## src/rtl/msw_pkg.sv

```systemverilog
package msw_pkg;

  localparam int unsigned TicksW = 32;
  localparam int unsigned DetailW = 8;
  localparam int unsigned CfgIdxW = 1;

  localparam logic [TicksW-1:0] CalibLimitRst = 32'd60000;
  localparam logic [TicksW-1:0] ModeLimitRst = 32'd300000;

  typedef enum logic [3:0] {
    MODE_IDLE   = 4'd0,
    MODE_MANUAL = 4'd1,
    MODE_CALIB  = 4'd2,
    MODE_MOW    = 4'd3,
    MODE_TURN   = 4'd4,
    MODE_AVOID  = 4'd5,
    MODE_RETURN = 4'd6,
    MODE_SEARCH = 4'd7,
    MODE_CHARGE = 4'd8,
    MODE_ERROR  = 4'd9
  } mode_e;

  typedef enum logic [3:0] {
    ACT_TICK    = 4'd0,
    ACT_BEGIN   = 4'd1,
    ACT_SET     = 4'd2,
    ACT_START   = 4'd3,
    ACT_PAUSE   = 4'd4,
    ACT_STOP    = 4'd5,
    ACT_RETURN  = 4'd6,
    ACT_SEARCH  = 4'd7,
    ACT_ERROR   = 4'd8,
    ACT_RECOVER = 4'd9
  } action_e;

  typedef enum logic [1:0] {
    CAUSE_NONE     = 2'd0,
    CAUSE_CALIB_TO = 2'd1,
    CAUSE_MODE_TO  = 2'd2,
    CAUSE_EXTERNAL = 2'd3
  } cause_e;

  typedef enum logic [CfgIdxW-1:0] {
    REG_CALIB_LIMIT = 1'd0,
    REG_MODE_LIMIT  = 1'd1
  } reg_idx_e;

  typedef struct packed {
    mode_e              mode;
    mode_e              prior;
    logic               ready_flag;
    logic [TicksW-1:0]  ticks;
    cause_e             cause;
    logic [DetailW-1:0] detail;
  } state_t;

  typedef struct packed {
    logic [TicksW-1:0] calib_limit;
    logic [TicksW-1:0] mode_limit;
  } limits_t;

endpackage

```

## src/rtl/msw_in_if.sv

```systemverilog
interface msw_in_if;
  logic       valid;
  logic       ready;
  logic [3:0] action;
  logic [3:0] target_mode;
  logic [7:0] error_detail;

  modport source (output valid, action, target_mode, error_detail, input ready);
  modport sink (input valid, action, target_mode, error_detail, output ready);
endinterface

```

## src/rtl/msw_out_if.sv

```systemverilog
interface msw_out_if;
  logic        valid;
  logic        ready;
  logic [3:0]  mode_now;
  logic [3:0]  mode_before;
  logic        mode_changed;
  logic        is_active;
  logic        in_error;
  logic [1:0]  error_cause;
  logic [7:0]  error_code;
  logic [31:0] ticks_in_mode;

  modport source (output valid, mode_now, mode_before, mode_changed, is_active, in_error,
                  error_cause, error_code, ticks_in_mode, input ready);
  modport sink (input valid, mode_now, mode_before, mode_changed, is_active, in_error,
                error_cause, error_code, ticks_in_mode, output ready);
endinterface

```

## src/rtl/msw_cfg_if.sv

```systemverilog
interface msw_cfg_if;
  logic        valid;
  logic        ready;
  logic [0:0]  index;
  logic [31:0] data;

  modport source (output valid, index, data, input ready);
  modport sink (input valid, index, data, output ready);
endinterface

```

## src/rtl/mode_supervisor_with_watchdog.sv

```systemverilog
// Mode supervisor with time-in-mode watchdog.
//
// Channels:
//   in_i  : one action per transfer (tick, begin, set mode, start, pause,
//           stop, return, search, raise error, recover) with target mode
//           and error detail.
//   out_o : one result per accepted action, the state after that action.
//   cfg_i : register writes; index 0 calibration limit, index 1 mode limit.
//           Always ready, takes effect on the next action.
// Result: registered, presented in the cycle after the input transfer.
// Throughput: one action per cycle while out_o.ready is high. Next state
// is one saturating 32-bit increment, two limit compares and mode-select
// logic ahead of the state and result registers.
// Stall: the result register holds while out_o.ready is low; a new action
// is taken whenever that register is empty or being drained in the same
// cycle, so in_i.ready follows out_o.ready when a result is pending.
// Reset: mode idle, not initialized, ticks and fault cleared, limits back
// to 60000 and 300000 ticks. No result is pending.
module mode_supervisor_with_watchdog (
  input logic      clk_i,
  input logic      rst_ni,
  msw_in_if.sink   in_i,
  msw_out_if.source out_o,
  msw_cfg_if.sink  cfg_i
);

  msw_pkg::state_t  state_q, state_d;
  msw_pkg::limits_t lim_q;
  logic             out_valid_q;
  logic             in_xfer;

  // configuration registers
  assign cfg_i.ready = 1'b1;

  always_ff @(posedge clk_i or negedge rst_ni) begin
    if (!rst_ni) begin
      lim_q.calib_limit <= msw_pkg::CalibLimitRst;
      lim_q.mode_limit  <= msw_pkg::ModeLimitRst;
    end else if (cfg_i.valid) begin
      case (msw_pkg::reg_idx_e'(cfg_i.index))
        msw_pkg::REG_CALIB_LIMIT: lim_q.calib_limit <= cfg_i.data;
        msw_pkg::REG_MODE_LIMIT:  lim_q.mode_limit  <= cfg_i.data;
        default: ;
      endcase
    end
  end

  // accept whenever the result register frees up this cycle
  assign in_i.ready = !out_valid_q || out_o.ready;
  assign in_xfer    = in_i.valid && in_i.ready;

  msw_next u_next (
    .cur_i    (state_q),
    .lim_i    (lim_q),
    .action_i (in_i.action),
    .target_i (in_i.target_mode),
    .detail_i (in_i.error_detail),
    .nxt_o    (state_d)
  );

  always_ff @(posedge clk_i or negedge rst_ni) begin
    if (!rst_ni) begin
      state_q.mode       <= msw_pkg::MODE_IDLE;
      state_q.prior      <= msw_pkg::MODE_IDLE;
      state_q.ready_flag <= 1'b0;
      state_q.ticks      <= '0;
      state_q.cause      <= msw_pkg::CAUSE_NONE;
      state_q.detail     <= '0;
    end else if (in_xfer) begin
      state_q <= state_d;
    end
  end

  // result register
  always_ff @(posedge clk_i or negedge rst_ni) begin
    if (!rst_ni) begin
      out_valid_q <= 1'b0;
    end else if (in_xfer) begin
      out_valid_q <= 1'b1;
    end else if (out_o.ready) begin
      out_valid_q <= 1'b0;
    end
  end

  always_ff @(posedge clk_i) begin
    if (in_xfer) begin
      out_o.mode_now      <= state_d.mode;
      out_o.mode_before   <= state_d.prior;
      out_o.mode_changed  <= (state_d.mode != state_q.mode);
      out_o.is_active     <= (state_d.mode inside {[msw_pkg::MODE_MOW:msw_pkg::MODE_SEARCH]});
      out_o.in_error      <= (state_d.mode == msw_pkg::MODE_ERROR);
      out_o.error_cause   <= state_d.cause;
      out_o.error_code    <= state_d.detail;
      out_o.ticks_in_mode <= state_d.ticks;
    end
  end

  assign out_o.valid = out_valid_q;

endmodule

```

## src/rtl/msw_next.sv

```systemverilog
// Next-state logic: guarded mode commands and the tick watchdog.
module msw_next (
  input  msw_pkg::state_t  cur_i,
  input  msw_pkg::limits_t lim_i,
  input  logic [3:0]       action_i,
  input  logic [3:0]       target_i,
  input  logic [7:0]       detail_i,
  output msw_pkg::state_t  nxt_o
);

  logic                           go_req;
  msw_pkg::mode_e                 go_mode;
  logic [msw_pkg::TicksW-1:0]     ticks_inc;
  logic                           supervised;

  always_comb begin
    nxt_o      = cur_i;
    go_req     = 1'b0;
    go_mode    = msw_pkg::MODE_IDLE;
    ticks_inc  = (cur_i.ticks == '1) ? cur_i.ticks : cur_i.ticks + 1'b1;
    supervised = (cur_i.mode inside {[msw_pkg::MODE_CALIB:msw_pkg::MODE_SEARCH]});

    case (msw_pkg::action_e'(action_i))
      msw_pkg::ACT_TICK: begin
        if (cur_i.ready_flag) begin
          nxt_o.ticks = ticks_inc;
          if (cur_i.mode == msw_pkg::MODE_CALIB && ticks_inc > lim_i.calib_limit) begin
            nxt_o.cause  = msw_pkg::CAUSE_CALIB_TO;
            nxt_o.detail = '0;
            go_req       = 1'b1;
            go_mode      = msw_pkg::MODE_ERROR;
          end else if (supervised && ticks_inc > lim_i.mode_limit) begin
            nxt_o.cause  = msw_pkg::CAUSE_MODE_TO;
            nxt_o.detail = '0;
            go_req       = 1'b1;
            go_mode      = msw_pkg::MODE_ERROR;
          end
        end
      end
      msw_pkg::ACT_BEGIN: begin
        nxt_o.mode       = msw_pkg::MODE_IDLE;
        nxt_o.prior      = msw_pkg::MODE_IDLE;
        nxt_o.ticks      = '0;
        nxt_o.ready_flag = 1'b1;
      end
      msw_pkg::ACT_SET: begin
        if (target_i <= msw_pkg::MODE_ERROR) begin
          go_req  = 1'b1;
          go_mode = msw_pkg::mode_e'(target_i);
        end
      end
      msw_pkg::ACT_START: begin
        go_req  = (cur_i.mode != msw_pkg::MODE_ERROR);
        go_mode = msw_pkg::MODE_MOW;
      end
      msw_pkg::ACT_PAUSE: begin
        go_req  = (cur_i.mode inside {msw_pkg::MODE_MOW, msw_pkg::MODE_TURN,
                                      msw_pkg::MODE_AVOID});
        go_mode = msw_pkg::MODE_IDLE;
      end
      msw_pkg::ACT_STOP: begin
        go_req  = (cur_i.mode != msw_pkg::MODE_IDLE && cur_i.mode != msw_pkg::MODE_ERROR);
        go_mode = msw_pkg::MODE_IDLE;
      end
      msw_pkg::ACT_RETURN: begin
        go_req  = (cur_i.mode != msw_pkg::MODE_ERROR);
        go_mode = msw_pkg::MODE_RETURN;
      end
      msw_pkg::ACT_SEARCH: begin
        go_req  = (cur_i.mode != msw_pkg::MODE_ERROR);
        go_mode = msw_pkg::MODE_SEARCH;
      end
      msw_pkg::ACT_ERROR: begin
        // cause and detail latch even when not ready or already faulted
        nxt_o.cause  = msw_pkg::CAUSE_EXTERNAL;
        nxt_o.detail = detail_i;
        go_req       = 1'b1;
        go_mode      = msw_pkg::MODE_ERROR;
      end
      msw_pkg::ACT_RECOVER: begin
        if (cur_i.mode == msw_pkg::MODE_ERROR) begin
          nxt_o.cause  = msw_pkg::CAUSE_NONE;
          nxt_o.detail = '0;
          go_req       = 1'b1;
          go_mode      = msw_pkg::MODE_IDLE;
        end
      end
      default: ;
    endcase

    // common mode-change path: only once initialized, only to a new mode
    if (go_req && cur_i.ready_flag && go_mode != cur_i.mode) begin
      nxt_o.prior = cur_i.mode;
      nxt_o.mode  = go_mode;
      nxt_o.ticks = '0;
    end
  end

endmodule

```

## src/flat_wrapper.sv

```systemverilog
// flat-port wrapper written by rule: the top's interface ports become plain ports
module mode_supervisor_with_watchdog_flat 
  (clk_i, rst_ni, in_i_valid, in_i_action, in_i_target_mode, in_i_error_detail, in_i_ready, out_o_valid, out_o_mode_now, out_o_mode_before, out_o_mode_changed, out_o_is_active, out_o_in_error, out_o_error_cause, out_o_error_code, out_o_ticks_in_mode, out_o_ready, cfg_i_valid, cfg_i_index, cfg_i_data, cfg_i_ready);
  msw_in_if in_i_i ();
  msw_out_if out_o_i ();
  msw_cfg_if cfg_i_i ();
  input logic clk_i;
  input logic rst_ni;
  input wire logic [$bits(in_i_i.valid)-1:0] in_i_valid;
  input wire logic [$bits(in_i_i.action)-1:0] in_i_action;
  input wire logic [$bits(in_i_i.target_mode)-1:0] in_i_target_mode;
  input wire logic [$bits(in_i_i.error_detail)-1:0] in_i_error_detail;
  output wire logic [$bits(in_i_i.ready)-1:0] in_i_ready;
  output wire logic [$bits(out_o_i.valid)-1:0] out_o_valid;
  output wire logic [$bits(out_o_i.mode_now)-1:0] out_o_mode_now;
  output wire logic [$bits(out_o_i.mode_before)-1:0] out_o_mode_before;
  output wire logic [$bits(out_o_i.mode_changed)-1:0] out_o_mode_changed;
  output wire logic [$bits(out_o_i.is_active)-1:0] out_o_is_active;
  output wire logic [$bits(out_o_i.in_error)-1:0] out_o_in_error;
  output wire logic [$bits(out_o_i.error_cause)-1:0] out_o_error_cause;
  output wire logic [$bits(out_o_i.error_code)-1:0] out_o_error_code;
  output wire logic [$bits(out_o_i.ticks_in_mode)-1:0] out_o_ticks_in_mode;
  input wire logic [$bits(out_o_i.ready)-1:0] out_o_ready;
  input wire logic [$bits(cfg_i_i.valid)-1:0] cfg_i_valid;
  input wire logic [$bits(cfg_i_i.index)-1:0] cfg_i_index;
  input wire logic [$bits(cfg_i_i.data)-1:0] cfg_i_data;
  output wire logic [$bits(cfg_i_i.ready)-1:0] cfg_i_ready;
  assign in_i_i.valid = in_i_valid;
  assign in_i_i.action = in_i_action;
  assign in_i_i.target_mode = in_i_target_mode;
  assign in_i_i.error_detail = in_i_error_detail;
  assign in_i_ready = in_i_i.ready;
  assign out_o_valid = out_o_i.valid;
  assign out_o_mode_now = out_o_i.mode_now;
  assign out_o_mode_before = out_o_i.mode_before;
  assign out_o_mode_changed = out_o_i.mode_changed;
  assign out_o_is_active = out_o_i.is_active;
  assign out_o_in_error = out_o_i.in_error;
  assign out_o_error_cause = out_o_i.error_cause;
  assign out_o_error_code = out_o_i.error_code;
  assign out_o_ticks_in_mode = out_o_i.ticks_in_mode;
  assign out_o_i.ready = out_o_ready;
  assign cfg_i_i.valid = cfg_i_valid;
  assign cfg_i_i.index = cfg_i_index;
  assign cfg_i_i.data = cfg_i_data;
  assign cfg_i_ready = cfg_i_i.ready;
  mode_supervisor_with_watchdog u_core (.clk_i(clk_i), .rst_ni(rst_ni), .in_i(in_i_i), .out_o(out_o_i), .cfg_i(cfg_i_i));
endmodule
```

## config.mk

```make
export PLATFORM = sky130hd
export DESIGN_NAME = mode_supervisor_with_watchdog_flat
export DESIGN_NICKNAME = d
export VERILOG_FILES = /design/src/rtl/msw_pkg.sv /design/src/rtl/msw_in_if.sv /design/src/rtl/msw_out_if.sv /design/src/rtl/msw_cfg_if.sv /design/src/rtl/mode_supervisor_with_watchdog.sv /design/src/rtl/msw_next.sv /design/src/flat_wrapper.sv
export SDC_FILE = /design/constraint.sdc
export NUM_CORES = 1
export LEC_CHECK = 0
export BUFFER_PORTS_ARGS = -buffer_cell sky130_fd_sc_hd__buf_2
export CAP_MARGIN = 15
export CORE_MARGIN = 1
export CORE_UTILIZATION = 50
export DETAILED_ROUTE_END_ITERATION = 10
export PLACE_DENSITY = 0.69
export SLEW_MARGIN = 25
export SYNTH_ARGS = -nofsm -noshare
export SYNTH_HDL_FRONTEND = slang
export SYNTH_HIERARCHICAL = 1
export SYNTH_SLANG_ARGS = --single-unit
```

## constraint.sdc

```tcl
create_clock -name clk_i -period 15.6 [get_ports clk_i]
set_input_delay 0.78 -clock clk_i [delete_from_list [all_inputs] [get_ports clk_i]]
set_output_delay 0.78 -clock clk_i [all_outputs]
set_load 0.05 [all_outputs]
```

---- Yosys cells after proc, flatten, opt, wreduce, memory -nomap -nowiden ----
Index checks and enable logic that the tools add are counted.
word-level totals
  register bits after elaboration ......... 169
  bits in latches ......................... 0
  memory bits (writable) .................. 0
  ROM bits ................................ 0
  input port bits ......................... 54
  output and inout port bits .............. 56
  logic and storage cells ................. 86
  memories ................................ 0
cells by class
  $add $sub $neg .......................... 1
  $mul .................................... 0
  div/mod/pow operators ................... 0
  $lt $le $gt $ge ......................... 7
  eq/ne operators ......................... 19
  shift-type cells ........................ 0
  multiplexer cells ....................... 23
  bitwise operators ....................... 1
  reductions and logical operators ........ 18
operators with widths
  cell                                                                number
  greater-than comparator 32 bit                                      2
  2-to-1 mux 32 bit                                                   2
  case mux 32 bit (2 select lines)                                    1
  2-to-1 mux 42 bit                                                   1
  adder 32 x 1 -> 32 bit (second input constant)                      1
  equality test 32 bit (second input constant)                        1
  2-to-1 mux 10 bit                                                   3
  case mux 10 bit (3 select lines)                                    1
  equality test 4 x 3 -> 1 bit (second input constant)                6
  case mux 4 bit (6 select lines)                                     1
  equality test 4 x 2 -> 1 bit (second input constant)                4
  equality test 4 bit (second input constant)                         4
  2-to-1 mux 4 bit                                                    4
  2-to-1 mux 9 bit                                                    1
  greater-or-equal comparator 4 x 2 -> 1 bit (second input constant)  2
  <= comparator 4 x 3 -> 1 bit (second input constant)                2
  logical AND 1 bit                                                   8
  2-to-1 mux 8 bit                                                    1
  inequality test 4 bit                                               2
  2-to-1 mux 1 bit                                                    7
  case mux 1 bit (7 select lines)                                     1
  AND reduction 2 bit                                                 3
  equality test 4 x 1 -> 1 bit (second input constant)                1
  <= comparator 4 bit (second input constant)                         1
  9 further kinds                                                     9

---- Longest topological paths before layout ----
Gate-level depths: netlist (run 1).
  depth after elaboration ................. 13
  gate-level depth with buffers ........... 23
  depth with buffers taken out ............ 19

---- Cells and area by module ----
Netlist (run 1), hierarchy kept.
modules (own cells, without submodules)
  module                         times used  cells each  area each (um^2)
  mode_supervisor_with_watchdog  1           313         6357.3
  msw_next                       1           576         3787.4

---- Least setup slack after synthesis (run 1) ----
OpenSTA, ideal clock, no wires.
  kind .................................... reg-to-reg
  from .................................... reg u_core/state_q[16] (netlist bit)
  to ...................................... reg u_core.out_o.mode_changed (data pin)
  arrival time ............................ 4.647 ns
  setup slack ............................. 10.687 ns
  cell stages (with the launch flop) ...... 24
  clock period less this slack ............ 4.913 ns
  cell sequence ........................... dfrtp_1 > clkbuf_1 > and3_1 > and4_1 > and4_1 > clkbuf_1 > nor3_1 > buf_2 > and2_1 > nand3_1 > xnor2_1 > ha_1 > nand4_1 > or4_1 > nor4bb_1 > nor4_1 > o21ai_1 > and4_1 > and3b_1 > buf_6 > buf_6 > mux2i_1 > xnor2_1 > nand4_1
RTL lines
  item                    RTL line                             source
  from (decl)             mode_supervisor_with_watchdog.sv:27  msw_pkg::state_t state_q, state_d;
  from (signal assigned)  mode_supervisor_with_watchdog.sv:70  state_q <= state_d;
  to (signal assigned)    mode_supervisor_with_watchdog.sv:89  out_o.mode_changed <= (state_d.mode != state_q.mode);
  to (decl)               msw_out_if.sv:13                     modport source (output valid, mode_now, mode_before, mode_changed, is_active, in_error,

==> flow_summary.ini, run 1 <==
[final_layout]
antenna_cells = 0
post-route-cell-area_um2 = 11320
fin_nets = 1105
area_growth_pct = 11.61
drive_gt1_share_pct = 29.83

[status]
status = finished clean

[route]
routed_wirelength_um = 22830
wl_per_cell_um = 18.06
dr.pass1.iters = 5
vias = 7078
vias_per_cell = 5.600
antenna_left = 0
drt-initial-drc-count = 434
drc = 0

[timing]
tightest_slew_ns = 0.9876
max_freq_mhz = 162.4
drv_slew = 0
hold_viol_final = 0
rsz0062_at_grt = false
setup_tns_ns = 0
post-route-min-period_ns = 6.157
setup_viol_count_final = 0
skew_ns = 0.009041
worst_hold_slack_ns = 0.4281
relSlewSlack_pct = 34.09
fin_crit_sh_pct = 39.47

[floorplanning]
core.rowCount = 51
dieArea_um2 = 20860
die_y_um = 144.4
start_util_pct = 51.62
coreArea_um2 = 19650
die_w_um = 144.4
io-pin-count = 110

[global_routing]
grt_pass1_wl_um = 36430
track_usage_pct = 23.17
grt_remaining_overflow = 0
grt_max_degree = 60
antenna_found_initial = 0
grt_pass1_vias = 6894

[setup_path]
critical_path_class = register to register
end_kind = register
crit_required_ns = 15.77
arrival_ns = 6.33
cp_max_fo = 9
startpoint_type = register
reg2reg_slack_ns = 9.44

[logic_synthesis]
synth_fa_ha_area_share_pct = 8.017
yosys.area_share.simple_pct = 12.38
synth_area_leaders = dfrtp_1 (25%), edfxtp_1 (16%), mux2_4 (12%)
yosysTopAreaCellShare_pct = 24.91
synth_area_per_cell_um2 = 11.41
synth_commonest_cells = dfrtp_1 (101), mux2_4 (79), inv_1 (76), nand2_1 (66), ha_1 (65)
syn_inst = 889
synth-compound-area-share_pct = 9.620
synth_nets = 1008
synth_cell_types = 65
synth_most_common_cell = dfrtp_1
synth_top_family_by_area = multiplexers
ys_seq_elements = 169
ys_async_sr_fraction_pct = 68.64
ys.flop_type = dfrtp_1
syn_area_um2 = 10140
synth_edf_count = 53
synthMuxAreaShare_pct = 16.79
synthXorXnorAreaFrac_pct = 3.108
synth_top_cell_by_area = dfrtp_1
ys_warn_count = 6
seq_area_frac_synth_pct = 44.49

[placed_design]
placed_cell_area_um2 = 10800
dp_hpwl_um = 16190
place.gp.congestion = 0.8760
port-buffer-count = 108

[min_path]
hold_path_class = input port to async pin

[clock_tree]
clk_latency_ns = 0.43
path_clk_slew_ns = 0.06
post_cts_buffers = 0
root_buffer = clkbuf_16
cts_buffer_depth = 2
cts_max_level = 4
clock-sinks = 169
postCtsHoldBufs = 0
cts_tree = done
cts-resized-gates = 0
cts_buffers = 17

[pwr]
p_leak_nw = 5.398
cellPowerDensity_nw_per_um2 = 117.2
ir_worst_vdd_mv = 0.06452
total_power_mw = 1.327

[job]
cap_viol_max_count = 0
## layer usage
layer / track usage [%] / part of all wire (%)
met5: 0 / 0
met4: 8.809 / 2.4
met3: 4.503 / 4.6
met2: 37.30 / 48
met1: 30.82 / 45
## power by group
group	total, mW	switching, mW	internal [mW]
logic	0.359	0.207	0.152
registers	0.588	0.0522	0.536
clock network	0.380	0.169	0.211
total	1.33	0.428	0.899
## path summary, 6_finish.rpt
path | cells after the start | to | start
setup / recovery | 17 | u_core/out_o.mode_changed | u_core/state_q[16]
hold / removal | 1 | u_core/lim_q[42] | rst_ni
setup reg to reg | 17 | u_core/out_o.mode_changed | u_core/state_q[16]
hold reg to reg | 1 | u_core/lim_q[2] | u_core/lim_q[2]
max in group asynchronous | 2 | u_core/state_q[35] | rst_ni
min in group clk_i | 1 | u_core/lim_q[2] | u_core/lim_q[2]
## critical path, cell delays in order, from the launching register on
cell      delay (ns)
dfrtp_1         0.48
and3_1          0.29
nand4_1         0.21
nor4_1          0.59
and4_1          0.41
nand4_1         0.20
xnor2_1         0.21
ha_1            0.32
and4_1          0.24
nor4b_1         0.62
nor4bb_1        0.59
nor4_1          0.17
o21ai_1         0.29
and4_1          0.25
and3b_2         0.31
mux2i_1         0.44
xnor2_1         0.17
nand4_1         0.10
## metrics by stage
stage / setup slack, ns / util, % / instances
floorplan: 10.69 / - / 889
global placement: 9.514 / 54.92 / 1232
detailed placement: 9.593 / 54.93 / 1232
CTS: 9.554 / 57.56 / 1264
global route: 9.081 / 57.61 / 1264
finish: 9.443 / 57.61 / 1264
## cell families after synthesis
| group | Yosys count |
|---|---|
| fa+ha+maj | 65 |
| other cells | 1 |
| simple gates | 230 |
| flops | 169 |
| mux | 126 |
| buf+inv | 112 |
| xor+xnor | 36 |
| compound gates | 150 |
## state kept, by name (all words and copies together), names as in the netlist
name and cells:
u_core/out_o.mode_now 4, u_core/out_o.is_active 1, u_core/out_o.valid 1, u_core/out_o.in_error 1
u_core/state_q 51, u_core/out_o.mode_before 4, u_core/lim_q 64, u_core/out_o.error_cause 2
u_core/out_o.mode_changed 1, u_core/out_o.error_code 8, u_core/out_o.ticks_in_mode 32
## placed cells by master, fill, tap and decap left out, drive strengths merged, types with 6 or more instances in the layout
cell | Yosys | routed
dfrtp | 101 | 101
ha | 65 | 65
edfxtp | 53 | 53
a22o | 9 | 9
a31oi | 8 | 8
inv | 76 | 78
clkbuf | 14 | 24
nand4 | 25 | 25
xnor2 | 25 | 25
nor2 | 55 | 55
nor3 | 16 | 16
xor2 | 11 | 11
mux2 | 116 | 116
and3 | 12 | 12
nand2 | 67 | 67
nand2b | 7 | 7
a22oi | 6 | 6
nand3 | 12 | 12
dfstp | 15 | 15
a21oi | 58 | 58
mux2i | 10 | 10
a21o | 14 | 14
o21ai | 31 | 31
buf | 22 | 114
nor4 | 7 | 7
## area by class of cell
type	instances	area [µm²]
Fill cell	1739	8332
Multi-Input combinational cell	608	5085
Sequential cell	169	4513
Timing Repair Buffer	114	588.1
Clock buffer	24	471.7
Tap cell	265	331.6
Inverter	76	287.8
Clock inverter	8	45.04
Note: power is estimated with default switching activity, not from simulation.
==> run 2: changes to the inputs <==
PLACE_DENSITY = 0.71   (was 0.69)
clock period = 5.5 ns   (was 15.6 ns; I/O delays follow)
==> run 2 against run 1 <==
Cell area grew 2.1%. Via count grew 1.2%. Sequential share of layout area shrank 0.82 points. Clock power grew to 3.4 times the previous value. Non-clock buffer count grew 15. Combinational power grew to 2.9 times the previous value. Power grew to 3.0 times the previous value. Sequential power grew to 2.8 times the previous value. Count of clock-buffer cells in the layout shrank 6. Core utilization grew 1.2 points. Setup slack lost 9.1 ns. Clock skew grew 0.0024 ns. Critical path type unchanged. Largest cell class unchanged. Largest power group unchanged.
==> flow_summary.ini, run 2 (same netlist as run 1, synthesis figures left out) <==
[min_path]
hold_path_class = input port to register

[route]
routed_wirelength_um = 23470
dr.pass1.iters = 5
drc = 0
drt-initial-drc-count = 432
vias = 7163
vias_per_cell = 5.600
wl_per_cell_um = 18.35
antenna_left = 0

[clock_tree]
cts_buffers = 17
clock-sinks = 169
clk_latency_ns = 0.43
cts_tree = done
cts_max_level = 4
path_clk_slew_ns = 0.07
root_buffer = clkbuf_16
cts_buffer_depth = 2
post_cts_buffers = 0

[pwr]
p_switching_mw = 1.260
cellPowerDensity_nw_per_um2 = 344.8
power_frac_comb_pct = 26.1
power_frac_clock_pct = 32.0
p_leak_nw = 5.520
total_power_mw = 3.986
seqPwrFrac_pct = 41.8
p_sw_share_pct = 31.61
ir_worst_vdd_mv = 0.1994
intPower_mw = 2.726

[setup_path]
crit_path_frequent_cell = nand4_1
critPathSlowestCell = or4_1
max_stage_delay_ns = 0.55
crit_required_ns = 5.67
critical_path_class = register to register
cp_top_family = simple AND/OR/NAND/NOR gates
arrival_ns = 5.35
crit_buf_inv = 1
end_kind = register
crit_path_cell_trace = nand4_1 > nor3b_1 > and4_1 > nor3_2 > buf_4 > and2_1 > nand3_1 > xnor2_1 > ha_1 > nand4_1 > or4_1 > nor4bb_1 > nor4_1 > o21ai_1 > and4_1 > and3b_2 > mux2_1 > xnor2_1 > nand4_1
cp_max_fo = 8
startpoint_type = register

[timing]
setup_viol_count_final = 0
rsz0062_at_grt = false
drv_slew = 0
post-route-min-period_ns = 5.179
skew_ns = 0.01146
tightest_slew_ns = 1.054
fin_crit_sh_pct = 94.17
worst_hold_slack_ns = 0.08304
setup_tns_ns = 0
max_freq_mhz = 193.1
hold_viol_final = 0
relSlewSlack_pct = 29.73
setup_ws_ns = 0.3209

[final_layout]
final_common_cell = buf_2
fin_cells = 1279
area_growth_pct = 13.96
post-route-cell-area_um2 = 11560
antenna_cells = 0
top_register = u_core/lim_q
drive_gt1_share_pct = 31.26
fin_nets = 1120
fill_cells = 1704
reg_top3 = u_core/lim_q (64), u_core/state_q (51), u_core/out_o.ticks_in_mode (32)
final_cell_mix = buf_2 (107), dfrtp_1 (101), mux2_4 (79)
largest_reg_flops = 64
post-route-util_pct = 58.82

[placed_design]
place_inst = 1246
dpl_worst_slack_ns = 0.3023
placed_cell_area_um2 = 10910
dp_hpwl_um = 16570
place.gp.congestion = 0.8797
port-buffer-count = 108

[floorplanning]
dieArea_um2 = 20860
io-pin-count = 110
die_y_um = 144.4
coreArea_um2 = 19650
start_util_pct = 51.62
die_w_um = 144.4
core.rowCount = 51

[global_routing]
track_usage_pct = 23.62
grt_max_degree = 66
grt_remaining_overflow = 0
grt_pass1_wl_um = 36970
grt_pass1_vias = 7111
antenna_found_initial = 0

[status]
status = finished clean

[job]
cap_viol_max_count = 0
run 2: final cells by class:
class	instances	area [µm²]	share of cell area (%)
clock buffers	18	429.2	3.712
well taps	265	331.6	2.868
clock inverters	14	193.9	1.677
multi-input cells	608	5092	44.05
inverters	76	285.3	2.468
flip-flops and latches	169	4513	39.04
repair buffers	129	715.7	6.190
run 2: worst reg2reg max path: stages (launching register included):
cell,delay (ns)
dfrtp_1,0.52
nand4_1,0.22
nor3b_1,0.35
and4_1,0.40
nor3_2,0.08
buf_4,0.17
and2_1,0.20
nand3_1,0.11
xnor2_1,0.10
ha_1,0.33
nand4_1,0.12
or4_1,0.55
nor4bb_1,0.32
nor4_1,0.09
o21ai_1,0.12
and4_1,0.24
and3b_2,0.31
mux2_1,0.42
xnor2_1,0.17
nand4_1,0.10
run 2: metal layers:
metal  wire (µm)  track usage (%)  share of wire [%]
met4         495            8.366                2.1
met2       11540            40.13                 49
met1       10430            29.97                 44
met3         998            4.404                4.3
met5           0                0                  0
run 2: path summary, 6_finish.rpt:
kind / slack, ns / cells past startpoint / from / to
setup / recovery: 0.32 / 19 / u_core/state_q[35] / u_core/out_o.mode_changed
hold / removal: 0.08 / 2 / in_i_valid / u_core/out_o.valid
setup reg to reg: 0.32 / 19 / u_core/state_q[35] / u_core/out_o.mode_changed
hold reg to reg: 0.51 / 1 / u_core/lim_q[25] / u_core/lim_q[25]
max in group asynchronous: 3.75 / 3 / rst_ni / u_core/state_q[41]
min in group asynchronous: 0.44 / 2 / rst_ni / u_core/lim_q[10]
run 2: what timing repair did:
item | in CTS | in global routing
endpoints found under the hold margin | 43 | 0
setup endpoints to repair | 0 | 3
resized for setup | 0 | 5
hold buffers | 1 | 0
run 2: power by group through the flow:
stage	Combinational [mW]	Clock (mW)	Sequential [mW]
after floorplan	0.658	0	1.80
after global placement	1.00	0	1.68
after detailed placement	1.03	0	1.69
after CTS	1.04	1.30	1.67
after global routing	1.13	1.35	1.69
final	1.04	1.28	1.67
==> run 3: changes to the inputs <==
MAX_ROUTING_LAYER = met4   (was not set)
==> run 3 against run 2 <==
Final cell count is the same. Global-route usage increased by 0.099 points. Cell area down 0.21%. Fmax decreased by 2.3%. Largest cell class unchanged. Largest power group unchanged.
==> flow_summary.ini, run 3 (same netlist as run 1, synthesis figures left out) <==
[pwr]
cellPowerDensity_nw_per_um2 = 340.3
p_leak_nw = 5.522
total_power_mw = 3.926
ir_worst_vdd_mv = 0.1775

[final_layout]
fill_cells = 1676
drive_gt1_share_pct = 31.36
top_register = u_core/lim_q
seqCellArea_um2 = 4513
multi_input_area_um2 = 5094
final_common_cell = buf_2
fin_nets = 1120
final_cell_mix = buf_2 (107), dfrtp_1 (101), mux2_4 (79)
area_growth_pct = 13.73
largest_reg_flops = 64
post-route-util_pct = 58.70
fin_cells = 1279
antenna_cells = 0
reg_top3 = u_core/lim_q (64), u_core/state_q (51), u_core/out_o.ticks_in_mode (32)

[placed_design]
dp_hpwl_um = 16210
place.gp.congestion = 0.9168
port-buffer-count = 108
place_inst = 1246

[setup_path]
end_kind = register
crit_required_ns = 5.66
crit_cells = 19
critical_path_class = register to register
cp_max_fo = 8
arrival_ns = 5.46
reg2reg_slack_ns = 0.20
rr_endpoint = u_core/out_o.mode_changed
crit_buf_inv = 2
worst-r2r-cell-count = 19
startpoint_type = register
max_stage_delay_ns = 0.46
critPathSlowestCell = dfrtp_1
cp_top_family = simple AND/OR/NAND/NOR gates
r2r_start = u_core/state_q[16]
crit_path_cell_trace = and3_2 > nand4_1 > nor4_1 > buf_4 > and4_1 > nand4_1 > xnor2_2 > ha_1 > and4_1 > nor4b_1 > buf_4 > nor4bb_1 > nor4_1 > o21ai_1 > and4_1 > and3b_2 > mux2_1 > xnor2_1 > nand4_1

[floorplanning]
die_w_um = 144.4
die_y_um = 144.4
start_util_pct = 51.62
io-pin-count = 110
dieArea_um2 = 20860
core.rowCount = 51
coreArea_um2 = 19650

[global_routing]
grt_max_degree = 68
track_usage_pct = 23.72
grt_pass1_vias = 7043
grt_pass1_wl_um = 36400
grt_remaining_overflow = 0
antenna_found_initial = 0

[route]
antenna_left = 0
wl_per_cell_um = 17.82
drc = 0
routed_wirelength_um = 22790
drt-initial-drc-count = 467
vias = 7120
dr.pass1.iters = 4
vias_per_cell = 5.567

[timing]
drv_slew = 0
max_freq_mhz = 188.6
worst_hold_slack_ns = 0.08270
setup_tns_ns = 0
post-route-min-period_ns = 5.302
hold_viol_final = 0
relSlewSlack_pct = 29.83
rsz0062_at_grt = false
skew_ns = 0.008596
fin_crit_sh_pct = 96.39
setup_viol_count_final = 0
tightest_slew_ns = 1.053

[min_path]
holdPathStages = 2
holdPathEnd = u_core/out_o.valid
worstHoldStart = in_i_valid
hold_path_class = input port to register

[status]
status = finished clean

[clock_tree]
root_buffer = clkbuf_16
path_clk_slew_ns = 0.07
clock-sinks = 169
post_cts_buffers = 0
clk_latency_ns = 0.42
cts_buffer_depth = 2
cts_max_level = 4
cts_tree = done
cts_buffers = 17

[job]
cap_viol_max_count = 0
-- run 3: cell types whose count changed in the layout (fill, tap and decap cells not counted), sizes merged --
| cell | change |
|---|---|
| clkinvlp | -3 |
| clkinv | +3 |
| inv | +1 |
| bufinv | -1 |
-- run 3: routing by layer --
layer | GRT usage [%] | up-vias | routed length (µm)
li1 | - | 3413 | -
met1 | 30.57 | 3460 | 10250
met2 | 37.50 | 211 | 10910
met3 | 4.139 | 36 | 1057
met4 | 8.587 | 0 | 569
met5 | - | - | 0
-- run 3: area by class of cell --
| type | count | area share (%) |
|---|---|---|
| Sequential cell | 169 | 39.12 |
| Tap cell | 265 | 2.874 |
| Inverter | 76 | 2.473 |
| Multi-Input combinational cell | 608 | 44.15 |
| Timing Repair Buffer | 129 | 6.203 |
| Clock inverter | 14 | 1.464 |
| Clock buffer | 18 | 3.720 |
-- run 3: power by group --
group | switching (mW) | internal, mW
Clock | 0.508 | 0.718
Combinational | 0.591 | 0.442
Sequential | 0.147 | 1.52
Total | 1.25 | 2.68
-- run 3: worst max-delay path by stage --
stage,to,from
finish,u_core/out_o.mode_changed,u_core/state_q[16]
global route,u_core/out_o.mode_changed,u_core/state_q[16]
CTS,u_core/out_o.mode_changed,u_core/state_q[16]
detailed placement,u_core/out_o.mode_changed,u_core/state_q[39]
global placement,u_core/out_o.mode_changed,u_core/state_q[16]
floorplan,u_core/out_o.mode_changed,u_core/state_q[16]
-- run 3: through the flow --
step	cell area [µm²]	worst slack, ns
finish	11540	0.1984
global route	11540	0.0007456
CTS	11510	0.1140
detailed placement	10910	0.2091
global placement	10910	0.3638
floorplan	10140	0.5868
-- run 3: repair_timing --
action                                 in CTS  in global routing
endpoints found under the hold margin      42                  0
hold buffers                                1                  0
resized for setup                           0                  6
setup endpoints to repair                   0                  3
